## config.mk

```make
export PLATFORM = sky130hd
export DESIGN_NAME = bpf_front
export DESIGN_NICKNAME = d
export VERILOG_FILES = /design/src/hdl/bpf_pkg.sv /design/src/hdl/bpf_front.sv
export SDC_FILE = /design/constraint.sdc
export NUM_CORES = 1
export LEC_CHECK = 0
export ABC_CLOCK_PERIOD_IN_PS = 1700
export BUFFER_PORTS_ARGS = -buffer_cell sky130_fd_sc_hd__buf_4
export CAP_MARGIN = 25
export CORE_AREA = 2 2 134 136
export DETAILED_ROUTE_END_ITERATION = 6
export DIE_AREA = 0 0 136 138
export SETUP_SLACK_MARGIN = 0.2
export SYNTH_ARGS = -nofsm -noshare
export SYNTH_HDL_FRONTEND = slang
export SYNTH_SLANG_ARGS = --single-unit
```

## constraint.sdc

```tcl
create_clock -name i_clk -period 1.7 [get_ports i_clk]
set_input_delay 0.17 -clock i_clk [delete_from_list [all_inputs] [get_ports i_clk]]
set_output_delay 0.17 -clock i_clk [all_outputs]
set_load 0.1 [all_outputs]
```

## src/hdl/bpf_pkg.sv

```systemverilog
// ---------------------------------------------------------------------------
// Bezier path flattener package
// Shared types, command codes and fixed-point helpers.
// ---------------------------------------------------------------------------
package bpf_pkg;

    localparam int COORD_W   = 24;
    localparam int DIFF_W    = COORD_W + 1;
    localparam int MAX_DEPTH = 6;
    localparam int DEPTH_W   = 3;
    localparam int TOL_W     = 23;
    localparam int CMD_W     = 3;
    localparam int LIMB_W    = 25;
    localparam int PROD_W    = 2 * LIMB_W;
    localparam int ACC_W     = 104;

    // command codes
    localparam logic [CMD_W-1:0] CMD_MOVE  = 3'd0;
    localparam logic [CMD_W-1:0] CMD_LINE  = 3'd1;
    localparam logic [CMD_W-1:0] CMD_QUAD  = 3'd2;
    localparam logic [CMD_W-1:0] CMD_CUBIC = 3'd3;
    localparam logic [CMD_W-1:0] CMD_CLOSE = 3'd4;

    // configuration register indexes
    localparam logic CFG_TOL   = 1'b0;
    localparam logic CFG_DEPTH = 1'b1;

    typedef struct packed {
        logic signed [COORD_W-1:0] x;
        logic signed [COORD_W-1:0] y;
    } t_pt;

    // one classified request handed from front to back
    typedef struct packed {
        logic curve;
        logic cubic;
        logic st;
        logic cl;
        logic er;
        t_pt  a;
        t_pt  c1;
        t_pt  c2;
        t_pt  b;
    } t_cmd;

    typedef struct packed {
        t_pt  pt;
        logic st;
        logic cl;
        logic er;
        logic last;
    } t_res;

    // midpoint, rounded toward minus infinity
    function automatic logic signed [COORD_W-1:0] mid1(
        input logic signed [COORD_W-1:0] p,
        input logic signed [COORD_W-1:0] q
    );
        logic signed [DIFF_W-1:0] s;
        s = {p[COORD_W-1], p} + {q[COORD_W-1], q};
        return s[DIFF_W-1:1];
    endfunction

    function automatic t_pt midp(input t_pt p, input t_pt q);
        t_pt r;
        r.x = mid1(p.x, q.x);
        r.y = mid1(p.y, q.y);
        return r;
    endfunction

    // magnitude of a coordinate difference
    function automatic logic [DIFF_W-1:0] mag(input logic signed [DIFF_W-1:0] v);
        return v[DIFF_W-1] ? DIFF_W'(-v) : DIFF_W'(v);
    endfunction

endpackage

```

## src/hdl/bpf_front.sv

```systemverilog
// ---------------------------------------------------------------------------
// Bezier path flattener front end
// Accepts path commands, tracks the current point and open contour, and
// classifies each command into a single result or a curve job.
// ---------------------------------------------------------------------------
module bpf_front (
    input  logic                   i_clk,
    input  logic                   i_rst_n,
    input  logic                   i_push,
    input  logic [2:0]             i_cmd,
    input  bpf_pkg::t_pt           i_c1,
    input  bpf_pkg::t_pt           i_c2,
    input  bpf_pkg::t_pt           i_end,
    input  logic                   i_qfull,
    output logic                   o_enq,
    output bpf_pkg::t_cmd          o_cmd
);
    import bpf_pkg::*;

    t_pt  r_cp;
    logic r_open;
    t_pt  n_cp;
    logic n_open;
    logic enq;
    logic accept;
    t_pt  zero_pt;

    assign accept  = i_push && !i_qfull;
    assign zero_pt = '0;

    // classify the request
    always_comb begin
        n_cp   = r_cp;
        n_open = r_open;
        enq    = 1'b0;
        o_cmd  = '0;
        o_cmd.a  = r_cp;
        o_cmd.c1 = i_c1;
        o_cmd.c2 = i_c2;
        o_cmd.b  = zero_pt;
        case (i_cmd)
            CMD_MOVE: begin
                enq      = 1'b1;
                o_cmd.b  = i_end;
                o_cmd.st = 1'b1;
                n_cp     = i_end;
                n_open   = 1'b1;
            end
            CMD_LINE: begin
                enq = 1'b1;
                if (!r_open) begin
                    o_cmd.er = 1'b1;
                end else begin
                    o_cmd.b = i_end;
                    n_cp    = i_end;
                end
            end
            CMD_CLOSE: begin
                enq = 1'b1;
                if (!r_open) begin
                    o_cmd.er = 1'b1;
                end else begin
                    o_cmd.cl = 1'b1;
                    n_open   = 1'b0;
                end
            end
            CMD_QUAD, CMD_CUBIC: begin
                enq = 1'b1;
                if (!r_open) begin
                    o_cmd.er = 1'b1;
                end else begin
                    o_cmd.curve = 1'b1;
                    o_cmd.cubic = (i_cmd == CMD_CUBIC);
                    o_cmd.b     = i_end;
                    n_cp        = i_end;
                end
            end
            default: begin
                enq = 1'b0;
            end
        endcase
    end

    assign o_enq = accept && enq;

    // hold path state
    always_ff @(posedge i_clk) begin
        if (!i_rst_n) begin
            r_cp   <= '0;
            r_open <= 1'b0;
        end else if (accept) begin
            r_cp   <= n_cp;
            r_open <= n_open;
        end
    end

endmodule

```

Word level (Yosys, flattened, before mapping). Cells that the tools add are included.

Word-level logic and storage cells: 33. Register bits: 49.

Muxes and demuxes: 13. Equal/unequal tests: 5. Reduce and logical (&&, ||, !) cells: 12.

Operators with widths (count): $pmux W48 S2 (2); $mux W48 (2); $eq A3 B2 Y1 const B (2); $mux W1 (6); $reduce_or A5 Y1 (1); $mux W2 (2); $reduce_bool A2 Y1 (2); $reduce_or A4 Y1 (1); $eq A3 B1 Y1 const B (1); $eq A3 B3 Y1 const B (1); $logic_not A3 Y1 (1); $reduce_and A3 Y1 (1); $reduce_or A3 Y1 (1); $logic_and A1 B1 Y1 (2); $ne A2 B1 Y1 const B (1); $pmux W1 S2 (1); $reduce_and A2 Y1 (1); $reduce_or A2 Y1 (1); $logic_not A1 Y1 (1).

Longest topological paths before layout.
Depth after elaboration: 4. Depth in mapped cells: 5.

Worst setup path after synthesis. No wires, ideal clock.

Path kind: input to output. Start point: in i_cmd[2]. End point: out o_cmd[192] (netlist bit). Arrival time: 3741 ps. Path buffers: 0. Cell stages on the path: 2. Slack: -2211 ps. Data required time: 1530 ps. Cell sequence: nor3_1 nor3_1.

RTL lines: start: declaration (RTL line bpf_front.sv:10) `input logic [2:0] i_cmd,`; end: declaration (RTL line bpf_front.sv:16) `output bpf_pkg::t_cmd o_cmd`.

==> run summary <==
sequential power share = 0.362
Final Worst Setup Slack = -0.0351 ns
total clock sinks = 49
overall routing resource usage = 0.103
quantity of hold-fixing buffers added after cts = 0
count of max-cap constraint violations = 0
setup violators final = 22
slowest cell on the critical path = sky130_fd_sc_hd__dfxtp_2
number of antenna violations at the first check in global routing = 0
1st-iter DRT viols = 78
largest clock skew in the final design = 0.00440 ns
Max stage delay on crit path = 0.32 ns
slew at the pin with the worst max-slew slack = 0.421 ns
DP Wirelength = 6920 um
number of buffers added by the clock tree synthesis step = 5
path type of the worst min-delay path = in -> reg
Total Die Area = 18800 sq um
kind of start point of the critical path = flip-flop
total net switching power = 1.09 mW
DRC errors left = 0
share of cells above drive strength 1 = 0.543
fraction of power spent switching nets = 0.336
minimum setup slack among reg-to-reg paths = 0.35 ns
clock network latency to the later pin of the worst-skew pair = 0.30 ns
Initial Util = 0.174
total leakage power = 2.05 nW
Worst Path Arrival = 1.57 ns
Tot Pwr = 3.24 mW
relative area change from synthesis to final layout = 59.3%
count of nets left with antenna violations after detail routing = 0
std cell rows = 49
number of filler cells placed in the layout = 1865
Worst VDD drop = 0.000302 V
FMAX = 576 MHz
proportion of synthesized chip area in sequential cells = 0.322
largest net degree at the start of global routing = 36
Crit path top cell by count = sky130_fd_sc_hd__buf_12
violations in the final reports = negative setup slack
share of the cycle needed by the critical path after routing = 1.02
number of failing hold endpoints at the final stage = 0
DRT Pass-1 Iters = 4
Cell Int Power = 2.15 mW
TritonCTS clock tree = built
total gr overflow = 0
cells along the critical path = o21ba_4, nor2_4, buf_12, buf_12, and2_2, buf_12
placement-stage worst setup slack = 0.127 ns
number of distinct library cell variants in the gate-level netlist after synthesis = 19
Buffers on Ports = 156
first-pass GRT wire length = 14500 um
Boundary Pins = 349
Synth Cell Area = 3040 sq um
setup repair after global routing missed its margin = true
crit path capture type = primary output
Clock Tree Buf Depth = 2
final weighted congestion in routability-driven placement = 0.698
chip width = 136 um
via count of the first global-routing pass = 2543
final critical-path required period = 1.74 ns
Avg Synthesized Cell Area = 8.16 sq um
synthesized netlist cell count = 373
CTS clk-pin slew, worst paths = 0.07 ns
CP Data Required Time = 1.53 ns
vias per std cell = 3.76
post-route setup TNS = -0.306 ns
critical path peak fanout = 16
final core occ = 0.276
Nets = 585
wire per inst = 15.0 um
flops & latches, synth = 49
instance count after placement with tap cells included = 651
Max-slew headroom = 0.719
final WL = 9960 um
power density of the placed cells = 668 nW/um^2
die boundary height = 138 um
area leader, netlist = sky130_fd_sc_hd__dfxtp_1
power share of the clock group = 0.338
Placeable Area = 17500 sq um
number of warnings printed during yosys synthesis = 0
level count of the clock H-tree = 2
synthesized net count = 524
area share of the leading cell type in the synthesized netlist = 0.322
final instance count without filler cells = 664
cell chosen for the clock root = sky130_fd_sc_hd__clkbuf_16
run status = complete, but fails checks
overall via count from detail_route = 2495
start-to-end type of the worst setup path = reg -> out
antenna diode count = 0
Synth area leaders = sky130_fd_sc_hd__dfxtp_1, sky130_fd_sc_hd__buf_4, sky130_fd_sc_hd__mux2i_1
part of the total power dissipated in combinational logic = 0.300
count of final max-slew check failures = 0
## Yosys cell counts
master                     instances
sky130_fd_sc_hd__o31ai_1           1
sky130_fd_sc_hd__and2_1           49
sky130_fd_sc_hd__buf_4            97
sky130_fd_sc_hd__o21ba_1           1
sky130_fd_sc_hd__and3b_1           1
sky130_fd_sc_hd__nor2b_1           1
sky130_fd_sc_hd__buf_2             4
sky130_fd_sc_hd__mux2i_1          48
sky130_fd_sc_hd__buf_6             2
sky130_fd_sc_hd__and3_1            1
sky130_fd_sc_hd__nor2_1            3
sky130_fd_sc_hd__or4_1             1
sky130_fd_sc_hd__clkbuf_1         14
sky130_fd_sc_hd__dfxtp_1          49
sky130_fd_sc_hd__nor3_1            2
sky130_fd_sc_hd__nand2_1          96
sky130_fd_sc_hd__nand2b_1          1
sky130_fd_sc_hd__nor3_2            1
sky130_fd_sc_hd__a21boi_0          1
## final cells by class
type / count / area (sq um) / area share
Clock buffer: 7 / 153 / 0.0315
Clock inverter: 1 / 5.00 / 0.00103
Multi-Input combinational cell: 207 / 1400 / 0.288
Sequential cell: 49 / 982 / 0.203
Tap cell: 229 / 287 / 0.0591
Timing Repair Buffer: 171 / 2020 / 0.418
## state kept, by name, summed over array words and instances (netlist names)
register and count:
r_open 1, o_cmd 48
## worst paths after layout
path,from,to,cells past startpoint
setup / recovery,r_open,o_cmd[33],6
setup reg to reg,r_open,o_cmd[182],4
hold / removal,i_end[19],o_cmd[163],3
hold reg to reg,o_cmd[171],o_cmd[171],2
## per-stage QoR
stage                     area (sq um)  hold WS (ns)
final                             4850         0.131
after global routing              4850         0.120
after CTS                         4830         0.111
after detailed placement          3950         0.341
after global placement            3950         0.341
after floorplan                   3170         0.312
## cell usage in the layout, fill, tap and decap left out, types with 2 or more instances in the layout
master and count:
sky130_fd_sc_hd__and2_2 5, sky130_fd_sc_hd__and2_4 44, sky130_fd_sc_hd__buf_12 56, sky130_fd_sc_hd__nor3_4 2, sky130_fd_sc_hd__nand2_1 96, sky130_fd_sc_hd__dfxtp_1 48
sky130_fd_sc_hd__clkbuf_8 2, sky130_fd_sc_hd__clkbuf_16 5, sky130_fd_sc_hd__buf_4 113, sky130_fd_sc_hd__mux2i_1 48, sky130_fd_sc_hd__buf_16 2
## critical path, delay by kind of cell (launching register included)
kind	cells	cell delay [ns]
AO/OA/AOI/OAI	1	0.24
buffers and inverters	3	0.43
flip-flops	1	0.32
AND/OR/NAND/NOR	2	0.26
## cells by family after synthesis
group                  after synthesis  share of synthesized area
AO/OA/AOI/OAI                        3                    0.00823
buffers and inverters              117                      0.271
flip-flops                          49                      0.322
multiplexers                        48                      0.158
AND/OR/NAND/NOR                    156                      0.241
## repair_timing
item,CTS,global route
gates resized for setup,156,7
buffers inserted,3,0
pin swaps,3,19
cloned,2,0
endpoints found under the hold margin,0,0
setup endpoints to repair,50,49
## layer usage
metal  up-vias  GRT usage  wire, um  part of all wire
met1      1107      0.108      3660              0.37
met2       146      0.168      4750              0.48
met5         -          0         0                 0
met3        51     0.0477      1060              0.11
met4         0     0.0592       486             0.049
li1       1191          -         -                 -
## power groups by stage
stage | clock (mW) | sequential [mW] | combinational [mW]
6_report | 1.09 | 1.17 | 0.972
5_1_grt | 1.20 | 1.17 | 1.01
4_1_cts | 1.18 | 1.17 | 0.974
3_5_place_dp | 0 | 1.20 | 0.827
3_3_place_gp | 0 | 1.20 | 0.825
2_1_floorplan | 0 | 1.32 | 1.52
No activity file was read; power rests on OpenSTA's default activity.
