$ cat src/hdl/bpf_pkg.sv
// ---------------------------------------------------------------------------
// Bezier path flattener package
// Shared types, command codes and fixed-point helpers.
// ---------------------------------------------------------------------------
package bpf_pkg;

    localparam int COORD_W   = 24;
    localparam int DIFF_W    = COORD_W + 1;
    localparam int MAX_DEPTH = 6;
    localparam int DEPTH_W   = 3;
    localparam int TOL_W     = 23;
    localparam int CMD_W     = 3;
    localparam int LIMB_W    = 25;
    localparam int PROD_W    = 2 * LIMB_W;
    localparam int ACC_W     = 104;

    // command codes
    localparam logic [CMD_W-1:0] CMD_MOVE  = 3'd0;
    localparam logic [CMD_W-1:0] CMD_LINE  = 3'd1;
    localparam logic [CMD_W-1:0] CMD_QUAD  = 3'd2;
    localparam logic [CMD_W-1:0] CMD_CUBIC = 3'd3;
    localparam logic [CMD_W-1:0] CMD_CLOSE = 3'd4;

    // configuration register indexes
    localparam logic CFG_TOL   = 1'b0;
    localparam logic CFG_DEPTH = 1'b1;

    typedef struct packed {
        logic signed [COORD_W-1:0] x;
        logic signed [COORD_W-1:0] y;
    } t_pt;

    // one classified request handed from front to back
    typedef struct packed {
        logic curve;
        logic cubic;
        logic st;
        logic cl;
        logic er;
        t_pt  a;
        t_pt  c1;
        t_pt  c2;
        t_pt  b;
    } t_cmd;

    typedef struct packed {
        t_pt  pt;
        logic st;
        logic cl;
        logic er;
        logic last;
    } t_res;

    // midpoint, rounded toward minus infinity
    function automatic logic signed [COORD_W-1:0] mid1(
        input logic signed [COORD_W-1:0] p,
        input logic signed [COORD_W-1:0] q
    );
        logic signed [DIFF_W-1:0] s;
        s = {p[COORD_W-1], p} + {q[COORD_W-1], q};
        return s[DIFF_W-1:1];
    endfunction

    function automatic t_pt midp(input t_pt p, input t_pt q);
        t_pt r;
        r.x = mid1(p.x, q.x);
        r.y = mid1(p.y, q.y);
        return r;
    endfunction

    // magnitude of a coordinate difference
    function automatic logic [DIFF_W-1:0] mag(input logic signed [DIFF_W-1:0] v);
        return v[DIFF_W-1] ? DIFF_W'(-v) : DIFF_W'(v);
    endfunction

endpackage

$ cat src/hdl/bpf_cmdq.sv
// ---------------------------------------------------------------------------
// Bezier path flattener request queue
// Two-entry queue between front end and back end.
// ---------------------------------------------------------------------------
module bpf_cmdq (
    input  logic          i_clk,
    input  logic          i_rst_n,
    input  logic          i_enq,
    input  bpf_pkg::t_cmd i_data,
    input  logic          i_deq,
    output logic          o_full,
    output logic          o_empty,
    output bpf_pkg::t_cmd o_head
);
    import bpf_pkg::*;

    t_cmd       r_mem [2];
    logic       r_wp;
    logic       r_rp;
    logic [1:0] r_cnt;
    logic       do_enq;
    logic       do_deq;

    assign o_full  = (r_cnt == 2'd2);
    assign o_empty = (r_cnt == 2'd0);
    assign o_head  = r_mem[r_rp];
    assign do_enq  = i_enq && !o_full;
    assign do_deq  = i_deq && !o_empty;

    // store entries
    always_ff @(posedge i_clk) begin
        if (do_enq) begin
            r_mem[r_wp] <= i_data;
        end
    end

    // advance pointers
    always_ff @(posedge i_clk) begin
        if (!i_rst_n) begin
            r_wp  <= 1'b0;
            r_rp  <= 1'b0;
            r_cnt <= 2'd0;
        end else begin
            if (do_enq) r_wp <= ~r_wp;
            if (do_deq) r_rp <= ~r_rp;
            r_cnt <= r_cnt + {1'b0, do_enq} - {1'b0, do_deq};
        end
    end

endmodule

$ cat config.mk
export PLATFORM = sky130hd
export DESIGN_NAME = bpf_cmdq
export DESIGN_NICKNAME = d
export VERILOG_FILES = /design/src/hdl/bpf_pkg.sv /design/src/hdl/bpf_cmdq.sv
export SDC_FILE = /design/constraint.sdc
export NUM_CORES = 1
export LEC_CHECK = 0
export ABC_CLOCK_PERIOD_IN_PS = 10930
export BUFFER_PORTS_ARGS = -buffer_cell sky130_fd_sc_hd__buf_2
export CAP_MARGIN = 5
export CORE_ASPECT_RATIO = 1.75
export CORE_UTILIZATION = 49
export CTS_BUF_LIST = sky130_fd_sc_hd__clkbuf_8
export DETAILED_ROUTE_END_ITERATION = 12
export HOLD_SLACK_MARGIN = 0.12
export PLACE_DENSITY = 0.78
export SYNTH_ARGS = -nofsm -noshare
export SYNTH_HDL_FRONTEND = slang
export SYNTH_SLANG_ARGS = --single-unit
export TNS_END_PERCENT = 100
$ cat constraint.sdc
create_clock -name i_clk -period 10.93 [get_ports i_clk]
set_input_delay 2.186 -clock i_clk [delete_from_list [all_inputs] [get_ports i_clk]]
set_output_delay 2.186 -clock i_clk [all_outputs]
set_load 0.03 [all_outputs]
# After elaboration in Yosys (flattened, before gate mapping)
# Memories as Yosys holds them, arrays and structs flattened. A register that Yosys moved wholly into a read port is not among the register bits.
# Index checks and enable logic that the tools add are counted.
[word_totals]
regBits = 4
mem_bits_rw = 394
in_bits = 201
out_inout_bits = 199
word_cells = 18
mem_count = 1
[mem_list]
columns = ["name", "depth", "width", "rd", "rd_ports_with_merged_regs", "wr", "line_no", "text"]
rows = [
  ["r_mem", 2, 197, 1, 1, 1, "bpf_cmdq.sv:17", "t_cmd r_mem [2];"],
]
[classes]
addsub = 2
n_eq_ne = 1
n_mux = 4
bitwise = 2
reduce_logical = 5
[ops]
columns = ["cell", "n"]
rows = [
  ["2-to-1 mux 1 bit", 4],
  ["adder 2 x 1 -> 2 bit", 1],
  ["== test 2 bit (second input constant)", 1],
  ["logical AND 1 bit", 2],
  ["logical NOT 1 bit", 2],
  ["logical NOT 2 bit", 1],
  ["NOT 1 bit", 2],
  ["subtractor 2 x 1 -> 2 bit", 1],
]

# Longest topological paths before layout
# Gate-level depths: netlist of run 1.
[logic_depth]
word_depth = 5
depth_mapped = 8
mapped_depth_nobuf = 8

# Least setup slack after synthesis of run 1
# No wires, ideal clock.
[synth_timing]
path_kind = "input to register"
start = "in i_enq"
end = "mem r_mem[0][0] (netlist name) (enable)"
setup_time_ns = 0.757
arrival_time_ns = 10.448
required_time_ns = 10.173
slack_ns = -0.275
cell_stages = 2
n_path_buf = 0
cell_sequence = "nand2_1 nor2_1"
[synth_between]
elab_chain_len = 3
[synth_lines]
columns = ["item", "line_no", "text"]
rows = [
  ["start: declaration", "bpf_cmdq.sv:8", "input logic i_enq,"],
  ["logical AND 1 bit", "bpf_cmdq.sv:27", "assign do_enq = i_enq && !o_full;"],
  ["2-to-1 mux 1 bit", "bpf_cmdq.sv:32", "if (do_enq) begin"],
  ["2-to-1 mux 1 bit (not written as such)", "bpf_cmdq.sv:33", "r_mem[r_wp] <= i_data;"],
  ["end: declaration", "bpf_cmdq.sv:17", ""],
]
# No other way between the ends.

==> flow_summary.ini, run 1 <==
[clocking]
numCtsBuffers = 54
worstSkewPairLatency_ns = 0.58
root_buffer = clkbuf_8
clk_path_buf_depth = 3
cts_setup_buffers = 0
cts_tree = done
htreeDepth = 2
path_clk_slew_ns = 0.07
ctsHoldBuffers = 0
clock-sinks = 399
ctsResizeCount = 0

[logic_synthesis]
seq_area_frac_synth_pct = 79.6
netlist-cell-type-count = 18
syn_area_per_cell_um2 = 23.4
synthesis.area_um2 = 15000
synth_area_leaders = edfxtp_1, mux2_4, mux2_2
synth_area_leader_cell = edfxtp_1
syn_inst = 640
ys_warn_count = 0
synth-seq-cells = 399
syn_nets = 843
synth_top_area_share_pct = 79.0

[global_route]
grt_pass1_wl_um = 43900
grt_pass1_vias = 7955
grt_overflow = 0
antenna_found_initial = 15
grt_max_degree = 142
track_usage_pct = 19.2

[setup_path]
crit_family = buffers and inverters
critPathRequiredTime_ns = 8.74
start_kind = register
critical_path_arrival_ns = 3.20
path_buf_inv = 3
end_kind = output pin
cp_max_fo = 141
path_cells = buf_12 > buf_4 > mux2_2 > buf_2
max_stage_delay_ns = 0.86
criticalPathCategory = reg2out
slowest_stage = buf_4

[timing]
fin_tns_setup_ns = 0
fin_crit_sh_pct = 49.3
final.setup_skew_ns = 0.0267
drv_slew = 0
rsz0062_at_grt = false
slew_headroom_pct = 31.9
fmax_ghz = 0.186
worst_slew_pin_slew_ns = 1.02
finalHoldViolCount = 0
finalSetupViolations = 0
layout_min_cycle_time_ns = 5.39

[final_layout]
fin_nets = 1283
final_common_cell = buf_2
area_growth_pct = 22.7
layout-drive-gt1-share_pct = 59.9
final_cell_mix = buf_2, edfxtp_1, mux2_4

[detailed_routing]
wl_um = 31400
postRouteAntennaNets = 0
firstDrtPassIters = 4
wire_per_inst_um = 20.6
drc = 0
viasPerCell = 5.02
first_iter_violations = 353
dr_total_vias = 7639

[place]
port_buffers = 399
gp_congestion = 0.872
hpwl_um = 21700

[power]
p_leak_nw = 7.15
irDropWorstVdd_mv = 0.247
cellPowerDensity_nw_per_um2 = 258
p_total_mw = 4.75

[die]
ioPinCount = 400
dieHeight_um = 233
die_w_um = 134
coreArea_um2 = 30100
initial_utilization_pct = 49.8
num_rows = 84
die_area_um2 = 31300

[run_status]
outcome = finished, final reports clean

[min_path]
worstHoldPathType = reg2reg

[run]
maxCapViolCount = 0
flip-flops by register name (all words and copies together), names as in the netlist, named ones only:
signal,flops
r_mem,394
r_cnt,2
r_rp,1
r_wp,1
cell type report:
cell class,instances,area (um2)
Fill cell,2199,11700
Antenna cell,13,32.5
Sequential cell,399,11900
Timing Repair Buffer,406,2060
Inverter,3,11.3
Multi-Input combinational cell,216,2840
Clock buffer,57,785
Tap cell,387,484
Clock inverter,42,226
cell families after synthesis:
kind of cell,Yosys count,share of synthesized area (%)
buffers and inverters,25,1.48
flip-flops,399,79.6
AND/OR/NAND/NOR,13,0.418
AO/OA/AOI/OAI,1,0.0501
multiplexers,198,18.1
adder cells (fa/ha/maj),2,0.167
XOR/XNOR,2,0.117
worst register-to-register path: stages, from the launching register on:
cell and delay, ns:
dfxtp_1 0.39, nand2b_1 0.17, nand2_1 0.15, nor2_4 0.11, buf_4 0.69, buf_4 0.85
path summary, 6_finish.rpt:
check | from | endpoint | slack [ns] | cells after the start
setup / recovery | register | o_head[58] | 5.54 | 4
hold / removal | r_rp | register | 0.54 | 2
setup reg to reg | r_cnt[0] | r_mem[0][161] | 8.08 | 5
hold reg to reg | r_rp | register | 0.54 | 2
power by group:
part	internal (mW)	switching, mW	leakage (nW)
Clock	0.531	0.523	0.558
Combinational	0.608	1.03	2.87
Sequential	1.98	0.0740	3.72
synth_stat cells:
library cell  instances
edfxtp_1            394
mux2_4              130
mux2_2               67
buf_6                16
buf_2                 6
dfxtp_1               5
nor2_1                5
inv_1                 3
and2_1                2
ha_1                  2
nand2_1               2
nand2b_1              2
and3_1                1
mux2i_1               1
nor3_1                1
o21a_1                1
xnor2_1               1
xor2_1                1
layer usage:
layer | track usage, % | share of wire [%]
met1 | 18.8 | 33
met2 | 34.5 | 55
met3 | 4.84 | 6.3
met4 | 14.4 | 6.2
met5 | 0 | 0.025
through the flow:
| step | hold slack [ns] | cells | utilization (%) | worst slack [ns] | area, um2 |
|---|---|---|---|---|---|
| finish | 0.535 | 1523 | 61.1 | 5.54 | 18400 |
| global placement | 0.497 | 1411 | 57.7 | 6.22 | 17300 |
| detailed placement | 0.520 | 1411 | 57.7 | 6.18 | 17300 |
| floorplan | 0.466 | 640 | - | 3.06 | 15000 |
| global route | 0.584 | 1522 | 61.1 | 5.39 | 18400 |
| CTS | 0.543 | 1510 | 61.0 | 5.52 | 18300 |
Note: power is estimated with default switching activity, not from simulation.
==> run 2: changes to the inputs <==
--- a/config.mk
+++ b/config.mk
@@ -5,7 +5,7 @@
 export SDC_FILE = /design/constraint.sdc
 export NUM_CORES = 1
 export LEC_CHECK = 0
-export ABC_CLOCK_PERIOD_IN_PS = 10930
+export ABC_CLOCK_PERIOD_IN_PS = 4850
 export BUFFER_PORTS_ARGS = -buffer_cell sky130_fd_sc_hd__buf_2
 export CAP_MARGIN = 5
 export CORE_ASPECT_RATIO = 1.75
==> constraint.sdc (replaced) <==
create_clock -name i_clk -period 4.85 [get_ports i_clk]
set_input_delay 0.97 -clock i_clk [delete_from_list [all_inputs] [get_ports i_clk]]
set_output_delay 0.97 -clock i_clk [all_outputs]
set_load 0.03 [all_outputs]
==> run 2 against run 1 <==
Clock-buffer cell count down 4. Non-clock buffer count up 3. Sequential power up 130%. Die area unchanged. Flip-flop and latch count unchanged. Critical path type unchanged. Critical endpoint is now o_head[73].
==> flow_summary.ini, run 2 (synthesis gave the netlist of run 1 again) <==
[final_layout]
fill_cells = 2165
final_util_pct = 61.4
final_common_cell = buf_2
largest_register_ffs = 394
regMostFlops = r_mem
layout-drive-gt1-share_pct = 61.1
fin_nets = 1285
final_cell_mix = buf_2, edfxtp_1, mux2_4
area_growth_pct = 23.1
stdcell_count = 1511
reg.largest.list = r_mem x394, r_cnt x2

[clocking]
worstSkewPairLatency_ns = 0.56
root_buffer = clkbuf_8
ctsResizeCount = 0
cts_setup_buffers = 0
cts_tree = done
clk_path_buf_depth = 3
path_clk_slew_ns = 0.06
htreeDepth = 2
clock-sinks = 399
ctsHoldBuffers = 0
numCtsBuffers = 53

[timing]
finalSetupViolations = 0
slew_headroom_pct = 35.4
rsz0062_at_grt = false
drv_slew = 0
fin_crit_sh_pct = 73.0
worst_slew_pin_slew_ns = 0.968
fin_tns_setup_ns = 0
fin_ws_ns = 1.31
finalHoldViolCount = 0
fmax_ghz = 0.283
final.setup_skew_ns = 0.0156
layout_min_cycle_time_ns = 3.54

[power]
cellPowerDensity_nw_per_um2 = 583
irDropWorstVdd_mv = 0.393
p_leak_nw = 7.17

[detailed_routing]
viasPerCell = 4.98
wl_um = 29800
postRouteAntennaNets = 0
drc = 0
first_iter_violations = 285
wire_per_inst_um = 19.7
firstDrtPassIters = 6
dr_total_vias = 7530

[setup_path]
reg2regPathDepth = 4
cp_max_fo = 59
start_kind = register
critPathRequiredTime_ns = 3.88
rr_startpoint = r_cnt[0]
criticalPathCategory = reg2out
critical_path_arrival_ns = 2.57
end_kind = output pin

[place]
port_buffers = 399
dp.cells = 1414
dp_worst_setup_slack_ns = 1.82
hpwl_um = 20500
gp_congestion = 0.790

[min_path]
hold_start = r_rp
holdPathStages = 2
worstHoldPathType = reg2reg

[die]
coreArea_um2 = 30100
die_w_um = 134
dieHeight_um = 233
num_rows = 84
initial_utilization_pct = 49.8
die_area_um2 = 31300
ioPinCount = 400

[run_status]
outcome = finished, final reports clean

[global_route]
grt_pass1_wl_um = 42000
antenna_found_initial = 11
grt_max_degree = 121
grt_overflow = 0
grt_pass1_vias = 7744
track_usage_pct = 18.2

[run]
maxCapViolCount = 0
==> run 2: per-stage QoR <==
stage / total power [mW] / area [um2] / hold WS, ns
final: 10.8 / 18400 / 0.521
after floorplan: 7.53 / 15000 / 0.481
after detailed placement: 8.45 / 17400 / 0.515
after global routing: 11.2 / 18400 / 0.536
after global placement: 8.39 / 17400 / 0.494
after CTS: 10.9 / 18400 / 0.526
==> run 2: power breakdown <==
part / switching [mW] / internal [mW] / leakage (nW)
Sequential: 0.222 / 4.45 / 3.72
Clock: 1.14 / 1.29 / 0.553
Combinational: 2.28 / 1.38 / 2.90
==> run 2: layout make-up <==
cell class,count,area [um2],area share [%]
inverter,3,11.3,0.0610
clock buffer,53,729,3.95
clock inverter,34,287,1.55
antenna,10,25.0,0.136
sequential,399,11900,64.7
tap,387,484,2.62
multi-input combinational,216,2840,15.4
timing repair buffer,409,2130,11.6
==> run 2: path summary, 6_finish.rpt <==
path,to,slack (ns)
max reg2reg,r_mem[0][116],2.57
max,o_head[73],1.31
min,register,0.52
min reg2reg,register,0.52
==> run 2: worst max-delay path, cell delays in order, from the launching register on <==
cell     delay, ns
dfxtp_4       0.98
buf_4         0.45
mux2_4        0.33
buf_2         0.18
==> run 2: metal layers <==
metal  wire length, um  vias to the layer above  share of wire (%)  track usage, %
met5                24                        -              0.081               0
met4              1400                        4                4.7            11.6
met3              1990                       85                6.7            4.90
met2             16800                      306                 56            33.3
met1              9600                     3693                 32            17.9
li1                  -                     3442                  -               -
==> run 3: changes to the inputs <==
--- a/config.mk
+++ b/config.mk
@@ -5,15 +5,15 @@
 export SDC_FILE = /design/constraint.sdc
 export NUM_CORES = 1
 export LEC_CHECK = 0
-export ABC_CLOCK_PERIOD_IN_PS = 4850
+export ABC_CLOCK_PERIOD_IN_PS = 3300
 export BUFFER_PORTS_ARGS = -buffer_cell sky130_fd_sc_hd__buf_2
 export CAP_MARGIN = 5
 export CORE_ASPECT_RATIO = 1.75
-export CORE_UTILIZATION = 49
+export CORE_UTILIZATION = 54
 export CTS_BUF_LIST = sky130_fd_sc_hd__clkbuf_8
 export DETAILED_ROUTE_END_ITERATION = 12
 export HOLD_SLACK_MARGIN = 0.12
-export PLACE_DENSITY = 0.78
+export PLACE_DENSITY = 0.82
 export SYNTH_ARGS = -nofsm -noshare
 export SYNTH_HDL_FRONTEND = slang
 export SYNTH_SLANG_ARGS = --single-unit
==> constraint.sdc (replaced) <==
create_clock -name i_clk -period 3.3 [get_ports i_clk]
set_input_delay 0.66 -clock i_clk [delete_from_list [all_inputs] [get_ports i_clk]]
set_output_delay 0.66 -clock i_clk [all_outputs]
set_load 0.03 [all_outputs]
==> run 3 against run 2 <==
Non-clock buffer count increased by 7. Total power is 45% higher. Clock-buffer cell count grew 2. Final area is 0.31% higher. Die area is 9.2% lower.
==> flow_summary.ini, run 3 (synthesis gave the netlist of run 1 again) <==
[detailed_routing]
drc = 0
dr_total_vias = 7644
first_iter_violations = 334
wire_per_inst_um = 19.9
wl_um = 30100
postRouteAntennaNets = 0
firstDrtPassIters = 4
viasPerCell = 5.04

[final_layout]
final_cell_mix = buf_2, edfxtp_1, mux2_4
stdcell_count = 1516
fin_nets = 1292
fill_cells = 1799
final_common_cell = buf_2
largest_register_ffs = 394
area_growth_pct = 23.5
final_util_pct = 68.0
final-seq-area_um2 = 11900
multi_input_area_um2 = 2860
regMostFlops = r_mem
finish.instance_area_um2 = 18500
reg.largest.list = r_mem x394, r_cnt x2
layout-drive-gt1-share_pct = 60.1

[power]
switching_share_pct = 34.5
pwr-share-clk_pct = 21.2
internal_power_mw = 10.2
irDropWorstVdd_mv = 0.585
p_total_mw = 15.6
power_frac_comb_pct = 35.4
cellPowerDensity_nw_per_um2 = 846
p_sw_mw = 5.40
seq_power_share_pct = 43.4
p_leak_nw = 7.24

[timing]
final.setup_skew_ns = 0.0165
fin_tns_setup_ns = 0
fmax_ghz = 0.346
rsz0062_at_grt = false
fin_ws_ns = 0.410
hold_ws_ns = 0.260
fin_crit_sh_pct = 87.6
slew_headroom_pct = 55.7
worst_slew_pin_slew_ns = 0.665
finalSetupViolations = 0
finalHoldViolCount = 0
layout_min_cycle_time_ns = 2.89
drv_slew = 0

[clocking]
cts_tree = done
ctsResizeCount = 0
ctsHoldBuffers = 0
clock-sinks = 399
numCtsBuffers = 53
root_buffer = clkbuf_8
htreeDepth = 2
worstSkewPairLatency_ns = 0.59
cts_setup_buffers = 0
clk_path_buf_depth = 3
path_clk_slew_ns = 0.07

[die]
die_area_um2 = 28400
dieHeight_um = 222
coreArea_um2 = 27200
die_w_um = 128
num_rows = 80
ioPinCount = 400
initial_utilization_pct = 55.0

[setup_path]
cp_max_fo = 27
crit_path_end = o_head[30]
start_kind = register
reg2regPathDepth = 3
rr_startpoint = r_cnt[0]
critPathRequiredTime_ns = 2.64
end_kind = output pin
criticalPathCategory = reg2out
r2r-end = r_mem[1][49]
ff2ff_setup_slack_ns = 1.34
critical_path_arrival_ns = 2.23

[global_route]
grt_pass1_vias = 8144
antenna_found_initial = 11
grt_overflow = 0
grt_pass1_wl_um = 43400
track_usage_pct = 20.8
grt_max_degree = 108

[min_path]
worstHoldPathType = in2reg
hold_start = i_data[96]

[run]
maxCapViolCount = 0

[run_status]
outcome = finished, final reports clean

[place]
gp_congestion = 0.831
hpwl_um = 21300
port_buffers = 399
dp.cells = 1403
placed_area_um2 = 17500
dp_worst_setup_slack_ns = 1.01
run 3: worst min path at each step:
stage	to	slack [ns]	cells after the start
floorplan	register	0.48	2
global placement	r_rp	0.50	2
detailed placement	register	0.52	2
CTS	r_mem[1][92]	0.20	1
global route	r_mem[1][186]	0.23	1
finish	r_mem[1][96]	0.26	1
run 3: power groups by stage:
stage	registers (mW)	clock network, mW	logic [mW]
floorplan	6.84	0	4.24
global placement	6.84	0	5.51
detailed placement	6.91	0	5.57
CTS	6.80	3.40	5.58
global route	6.85	3.59	5.78
finish	6.80	3.31	5.54
run 3: routing by layer:
layer	share of wire [%]	vias up	GRT usage, %
li1	-	3475	-
met2	55	322	38.5
met1	33	3759	20.2
met3	6.1	88	4.82
met5	0	-	0
met4	5.5	0	13.3
run 3: final cells by class:
| cell class | instances | area share, % |
|---|---|---|
| antenna | 13 | 0.176 |
| clock buffer | 55 | 4.09 |
| clock inverter | 45 | 1.14 |
| inverter | 3 | 0.0609 |
| multi-input combinational | 216 | 15.4 |
| sequential | 399 | 64.5 |
| tap | 369 | 2.50 |
| timing repair buffer | 416 | 12.1 |
run 3: critical path, cell delays in order (launching register included):
cell and delay [ns]:
dfxtp_4 0.60, buf_4 0.45, mux2_2 0.40, buf_2 0.18
